### src/hdl/chf_pkg.sv
package chf_pkg;

   // fixed-point layout
   localparam int FRAC_BITS   = 14;
   localparam int CNT_W       = 9;
   localparam int SQRT_STEPS  = 15;
   localparam int CORDIC_STEPS = 24;

   localparam logic [14:0] ACTIVE_RESET = 15'd0;
   localparam logic [14:0] KNEE_RESET   = 15'd2860;
   localparam logic [14:0] INVSPAN_RESET = 15'd11734;

   // register indexes
   localparam logic [1:0] CSR_ACTIVE  = 2'd0;
   localparam logic [1:0] CSR_KNEE    = 2'd1;
   localparam logic [1:0] CSR_INVSPAN = 2'd2;

   // request opcodes
   localparam logic OP_WRITE = 1'b0;
   localparam logic OP_QUERY = 1'b1;

   localparam logic signed [33:0] PI_Q30      = 34'sd3373259426;
   localparam logic signed [33:0] HALF_PI_Q30 = 34'sd1686629713;

   // controller to datapath
   typedef struct packed {
      logic             mem_we;
      logic             query_load;
      logic             scan_en;
      logic             scan_first;
      logic             round_en;
      logic             square_en;
      logic             sqrt_en;
      logic             cinit_en;
      logic             cordic_en;
      logic             angle_en;
      logic             mult_en;
      logic             out_load;
      logic             out_zero;
      logic [CNT_W-1:0] iter;
   } cmd_type;

   // datapath to controller
   typedef struct packed {
      logic [CNT_W-1:0] n_active;
      logic             rsp_full;
   } status_type;

   // truncated atan(2^-i) in Q2.30
   function automatic logic [31:0] atan_q30(input logic [4:0] i);
      logic [31:0] v;
      case (i)
         5'd0:  v = 32'h3243F6A8;
         5'd1:  v = 32'h1DAC6705;
         5'd2:  v = 32'h0FADBAFC;
         5'd3:  v = 32'h07F56EA6;
         5'd4:  v = 32'h03FEAB76;
         5'd5:  v = 32'h01FFD55B;
         5'd6:  v = 32'h00FFFAAA;
         5'd7:  v = 32'h007FFF55;
         5'd8:  v = 32'h003FFFEA;
         5'd9:  v = 32'h001FFFFD;
         5'd10: v = 32'h000FFFFF;
         5'd11: v = 32'h0007FFFF;
         5'd12: v = 32'h0003FFFF;
         5'd13: v = 32'h0001FFFF;
         5'd14: v = 32'h0000FFFF;
         5'd15: v = 32'h00007FFF;
         5'd16: v = 32'h00003FFF;
         5'd17: v = 32'h00001FFF;
         5'd18: v = 32'h00000FFF;
         5'd19: v = 32'h000007FF;
         5'd20: v = 32'h000003FF;
         5'd21: v = 32'h000001FF;
         5'd22: v = 32'h000000FF;
         5'd23: v = 32'h0000007F;
         default: v = 32'h0;
      endcase
      return v;
   endfunction

endpackage

### src/hdl/chf_ctrl.sv
module chf_ctrl (
   input  logic                 clock,
   input  logic                 reset,
   input  logic                 req_valid,
   input  logic                 req_op,
   output logic                 req_stall,
   input  logic                 rsp_stall,
   input  chf_pkg::status_type  status,
   output chf_pkg::cmd_type     cmd
);

   localparam logic [3:0] S_IDLE   = 4'd0;
   localparam logic [3:0] S_SCAN   = 4'd1;
   localparam logic [3:0] S_DRAIN  = 4'd2;
   localparam logic [3:0] S_ROUND  = 4'd3;
   localparam logic [3:0] S_SQUARE = 4'd4;
   localparam logic [3:0] S_SQRT   = 4'd5;
   localparam logic [3:0] S_CINIT  = 4'd6;
   localparam logic [3:0] S_CORDIC = 4'd7;
   localparam logic [3:0] S_ANGLE  = 4'd8;
   localparam logic [3:0] S_MULT   = 4'd9;
   localparam logic [3:0] S_OUT    = 4'd10;

   logic [3:0]                  state_ff, state_in;
   logic [chf_pkg::CNT_W-1:0]   cnt_ff, cnt_in;
   logic                        zero_ff, zero_in;
   logic                        out_go;

   assign req_stall = (state_ff != S_IDLE);
   assign out_go    = !status.rsp_full || !rsp_stall;

   // sequence one request
   always_comb begin
      state_in = state_ff;
      cnt_in   = cnt_ff;
      zero_in  = zero_ff;
      cmd      = '0;
      cmd.iter = cnt_ff;
      cmd.out_zero = zero_ff;
      unique case (state_ff)
         S_IDLE: begin
            if (req_valid) begin
               if (req_op == chf_pkg::OP_WRITE) begin
                  cmd.mem_we = 1'b1;
               end else begin
                  cmd.query_load = 1'b1;
                  cnt_in = '0;
                  if (status.n_active == '0) begin
                     zero_in  = 1'b1;
                     state_in = S_OUT;
                  end else begin
                     zero_in  = 1'b0;
                     state_in = S_SCAN;
                  end
               end
            end
         end
         S_SCAN: begin
            cmd.scan_en    = 1'b1;
            cmd.scan_first = (cnt_ff == '0);
            if (cnt_ff == status.n_active - 1'b1) begin
               cnt_in   = '0;
               state_in = S_DRAIN;
            end else begin
               cnt_in = cnt_ff + 1'b1;
            end
         end
         S_DRAIN: begin
            if (cnt_ff == chf_pkg::CNT_W'(1)) begin
               state_in = S_ROUND;
            end else begin
               cnt_in = cnt_ff + 1'b1;
            end
         end
         S_ROUND: begin
            cmd.round_en = 1'b1;
            state_in = S_SQUARE;
         end
         S_SQUARE: begin
            cmd.square_en = 1'b1;
            cnt_in   = '0;
            state_in = S_SQRT;
         end
         S_SQRT: begin
            cmd.sqrt_en = 1'b1;
            if (cnt_ff == chf_pkg::CNT_W'(chf_pkg::SQRT_STEPS - 1)) begin
               state_in = S_CINIT;
            end else begin
               cnt_in = cnt_ff + 1'b1;
            end
         end
         S_CINIT: begin
            cmd.cinit_en = 1'b1;
            cnt_in   = '0;
            state_in = S_CORDIC;
         end
         S_CORDIC: begin
            cmd.cordic_en = 1'b1;
            if (cnt_ff == chf_pkg::CNT_W'(chf_pkg::CORDIC_STEPS - 1)) begin
               state_in = S_ANGLE;
            end else begin
               cnt_in = cnt_ff + 1'b1;
            end
         end
         S_ANGLE: begin
            cmd.angle_en = 1'b1;
            state_in = S_MULT;
         end
         S_MULT: begin
            cmd.mult_en = 1'b1;
            state_in = S_OUT;
         end
         S_OUT: begin
            if (out_go) begin
               cmd.out_load = 1'b1;
               state_in = S_IDLE;
            end
         end
         default: state_in = S_IDLE;
      endcase
   end

   always_ff @(posedge clock) begin
      if (reset) begin
         state_ff <= S_IDLE;
         cnt_ff   <= '0;
         zero_ff  <= 1'b0;
      end else begin
         state_ff <= state_in;
         cnt_ff   <= cnt_in;
         zero_ff  <= zero_in;
      end
   end

endmodule

### config.mk
export PLATFORM = sky130hd
export DESIGN_NAME = chf_ctrl
export DESIGN_NICKNAME = d
export VERILOG_FILES = /design/src/hdl/chf_pkg.sv /design/src/hdl/chf_ctrl.sv
export SDC_FILE = /design/constraint.sdc
export NUM_CORES = 1
export LEC_CHECK = 0
export BUFFER_PORTS_ARGS = -buffer_cell sky130_fd_sc_hd__buf_2
export CAP_MARGIN = 5
export CORE_UTILIZATION = 50
export DETAILED_ROUTE_END_ITERATION = 10
export GPL_ROUTABILITY_DRIVEN = 0
export PLACE_DENSITY = 0.82
export SYNTH_ARGS = -nofsm -noshare
export SYNTH_HDL_FRONTEND = slang
export SYNTH_SLANG_ARGS = --single-unit
### constraint.sdc
create_clock -name clock -period 3.4 [get_ports clock]
set_input_delay 0.68 -clock clock [delete_from_list [all_inputs] [get_ports clock]]
set_output_delay 0.68 -clock clock [all_outputs]
set_load 0.01 [all_outputs]
; Word-level counts from Yosys, hierarchy flattened
; Index checks and enable logic that the tools add are counted.
; Widths: inputs -> output; s select.
[classes]
add_sub_neg = 2
n_eq_ne = 24
muxes = 31
n_reduce_logical = 12
[op_table]
columns = cell, n
row1 = $mux 9, 6
row2 = $pmux 9 s6, 1
row3 = $pmux 4 s11, 1
row4 = $mux 4, 8
row5 = $ne 2x2->1 const B, 10
row6 = $logic_not 9->1, 2
row7 = $eq 4x3->1 const B, 4
row8 = $eq 4x4->1 const B, 3
row9 = $mux 1, 12
row10 = $add 9x1->9 const B, 1
row11 = $eq 9x1->1 const B, 1
row12 = $eq 9x4->1 const B, 1
row13 = $eq 9x5->1 const B, 1
row14 = $eq 9x9->1, 1
row15 = $sub 9x1->9 const B, 1
row16 = $eq 4x2->1 const B, 2
row17 = $reduce_and 7->1, 1
row18 = $mux 2, 3
row19 = $reduce_and 6->1, 1
row20 = $reduce_bool 6->1, 1
row21 = $eq 4x1->1 const B, 1
row22 = $logic_not 4->1, 1
row23 = $reduce_bool 4->1, 1
row24 = $reduce_and 3->1, 1
row25 = other kinds (3), 4
[word_totals]
ff_bits = 14
input_bits = 15
output_inout_bits = 23
elab_cells = 72

; Longest topological paths before layout
[logic_depth]
word_depth = 5
depth_mapped = 10
mapped_depth_nobuf = 9

; Least setup slack after synthesis
; OpenSTA, ideal clock, no wires.
[synth_timing]
kind = input -> register
from = input port status[1] in the netlist's numbering
to = register cnt_ff[0] in the netlist's numbering
setup_time_ps = 115
t_arrival_ps = 2389
required_time_ps = 3285
path_slack_ps = 896
path_stages = 10
path_cell_list = inv_1 > ha_1 > nor3b_2 > nand2_1 > o32ai_1 > nor4b_2 > a2111oi_0 > a21o_1 > buf_4 > nor2_1
[synth_between]
elab_chain_len = 4
[synth_lines]
columns = element, line
row1 = from (decl), chf_ctrl.sv:8  ; input chf_pkg::status_type status,
row2 = $sub 9x1->9, chf_ctrl.sv:61  ; if (cnt_ff == status.n_active - 1'b1) begin
row3 = $eq 9x9->1, chf_ctrl.sv:61
row4 = $mux 9, chf_ctrl.sv:61
row5 = $pmux 9 s6, chf_ctrl.sv:40  ; unique case (state_ff)
row6 = to (signal assigned), chf_ctrl.sv:130  ; cnt_ff <= cnt_in;
row7 = to (decl), chf_ctrl.sv:25  ; logic [chf_pkg::CNT_W-1:0] cnt_ff, cnt_in;
; No other way between the ends.
; A chain may end at the register's enable or synchronous reset.

==> results_dict.tcl <==
set metrics [dict create \
    dp_hpwl_microns 2250 \
    worst-path-buf-inv 1 \
    rsz0062_at_grt "false" \
    cts.sinks 14 \
    cp_max_fo 14 \
    cts_buffer_depth 2 \
    reg2reg_slack_ps 1160 \
    setup_tns_ps 0 \
    cts_buffers 3 \
    utilization_pct 62.1 \
    r2r_start "cnt_ff[8]" \
    synth_xor_area_share_pct 13.3 \
    worstSetupEndpointType "primary output" \
    worst_pin_slew_ps 650 \
    p_leak_nw 0.662 \
    io_buffers 37 \
    crit_slowest_cell "nor3_1" \
    synth_edf_count 0 \
    netlist_instances 180 \
    yosysUniqueCellTypes 46 \
    cp-start-kind "register" \
    p_switching_mw 0.319 \
    run_status "finished, final reports clean" \
    grt_pass1_vias 1019 \
    clkPwrFrac_pct 16.7 \
    dieHeight_microns 53.3 \
    drt-wirelength-per-cell_microns 12.1 \
    crit_top_cell "nor3_1" \
    clk_pin_slew_ps 90 \
    min-delay-start "zero_ff" \
    synth_top_family_by_area "simple AND/OR/NAND/NOR gates" \
    vdd_ir_drop_max_uv 401 \
    synth-async-reset-ratio_pct 0 \
    dieArea_sq_um 2840 \
    grt_pass1_wl_microns 4310 \
    synth_warnings 0 \
    vias 1317 \
    grtUsageTotal_pct 20.5 \
    combinationalPowerShare_pct 51.9 \
    antenna_found_initial 0 \
    path_cells "nand2b_1, nor3_1, nand3_1, nor3_1, buf_2" \
    swShare_pct 43.9 \
    finalNetCount 233 \
    ys.flop_type "dfxtp_1" \
    cts_resized 0 \
    drt-initial-drc-count 19 \
    arrival_ps 2000 \
    cts-root-buf "clkbuf_4" \
    clkLatencyLatePin_ps 280 \
    hold_viol_final 0 \
    worstSetupStartpoint "state_ff[2]" \
    htreeDepth 1 \
    drt-pass1-iter-count 4 \
    layout_commonest_cell "buf_2" \
    num-fill-cells 243 \
    final.setup.worst_slack_ps 721 \
    yosys_register_bits 14 \
    drcViolationCount 0 \
    cts_tree "yes" \
    hp-class "register to register" \
    seqPwrFrac_pct 31.4 \
    fin_crit_sh_pct 78.8 \
    final-max-slew-violation-count 0 \
    cts.hold.buffers_added 0 \
    fmax_mhz 373 \
    wl_microns 2920 \
    synthSimpleGateAreaFrac_pct 36.4 \
    place_worst_setup_slack_ps 424 \
    intPower_mw 0.407 \
    cts_setup_buffers 0 \
    worst_clock_skew_ps 4.29 \
    initial_utilization_pct 53.1 \
    syn-mean-instance-area_sq_um 7.31 \
    crit_required_ps 2720 \
    coreArea_sq_um 2480 \
    slew_headroom_pct 56.4 \
    yosys.area_share.adder_pct 4.76 \
    area_growth_pct 16.9 \
    synthesis.area_sq_um 1320 \
    die_w_microns 53.3 \
    grt_max_degree 18 \
    setup_viol 0 \
    antenna_left 0 \
    io_pins 38 \
    syn_nets 200 \
    n_antenna_cell 0 \
    final_cell_mix "buf_2, nor2_1, nand2_1, dfxtp_1, xnor2_1" \
    drive_above_1_share_pct 24.1 \
    slowest_delay_ps 460 \
    vias_per_cell 5.44 \
    power.density_nw_per_um2 472 \
    synth_compound_area_share_pct 16.9 \
    path_class "register to primary output" \
    synthMuxAreaShare_pct 0.761 \
    cpLargestDelayFamily "simple AND/OR/NAND/NOR gates" \
    min_period_ps 2680 \
    seq_area_frac_synth_pct 21.3 \
    drv_cap 0 \
    overflow 0 \
    num_rows 18 \
]
## power groups by stage
stage / combinational [mW] / sequential (mW) / clock, mW
finish: 0.377 / 0.228 / 0.121
global route: 0.415 / 0.233 / 0.132
CTS: 0.376 / 0.227 / 0.124
detailed placement: 0.375 / 0.231 / 0
global placement: 0.371 / 0.231 / 0
floorplan: 0.295 / 0.210 / 0
## final timing paths
path / to / cells past startpoint
min: zero_ff / 2
min reg2reg: zero_ff / 2
max: cmd[18] / 5
max reg2reg: cnt_ff[2] / 7
## state kept, by name, summed over array words and instances, names as in the netlist
| register | flops |
|---|---|
| state_ff | 4 |
| zero_ff | 1 |
| cnt_ff | 9 |
## final cells by class
type	instances	area, sq um	share of cell area (%)
clock buffer	4	36.3	2.36
inverter	9	33.8	2.20
sequential	14	280	18.2
tap	30	37.5	2.44
multi-input combinational	146	950	61.8
timing repair buffer	39	200	13.0
## synthesized netlist by cell type, types with 3 or more instances
cell type	instances	area share [%]
nand3_1	8	3.0
o21a_1	4	2.3
inv_1	8	2.3
ha_1	5	4.8
xnor2_1	12	8.0
xor2_1	8	5.3
clkbuf_1	7	2.0
o21ai_1	4	1.5
nor2_1	27	7.7
nor3_1	10	3.8
nand2_1	16	4.6
a21oi_1	6	2.3
nor2b_1	3	1.4
a31oi_1	3	1.4
o21ai_0	4	1.5
nand2b_1	5	2.4
dfxtp_1	14	21
## worst min-delay path: cells and delay by family, from the launching register on
kind / cells / cell delay (ps)
AO/OA/AOI/OAI: 2 / 130
flip-flops: 1 / 320
## cells by family after synthesis
kind of cell               count (synthesis)
AOI/OAI and AO/OA                         31
adders and majority gates                  5
xor gates and xnor gates                  20
buffers and inverters                     20
DFF                                       14
muxes                                      1
and+or+nand+nor                           89
## metal layers
layer  part of all wire, %  GRT usage [%]
met3                   5.8           5.46
met1                    48           24.8
met4                  0.34           3.51
met2                    46           36.0
met5                     0              0
## through the flow
stage / total power [mW] / hold slack (ps) / cell area [sq um] / instances
2_1_floorplan: 0.505 / 449 / 1320 / 180
3_3_place_gp: 0.603 / 472 / 1500 / 238
3_5_place_dp: 0.606 / 477 / 1500 / 238
4_1_cts: 0.728 / 490 / 1540 / 242
5_1_grt: 0.781 / 531 / 1540 / 242
6_report: 0.726 / 486 / 1540 / 242
Power figures use the tool's default switching activity.
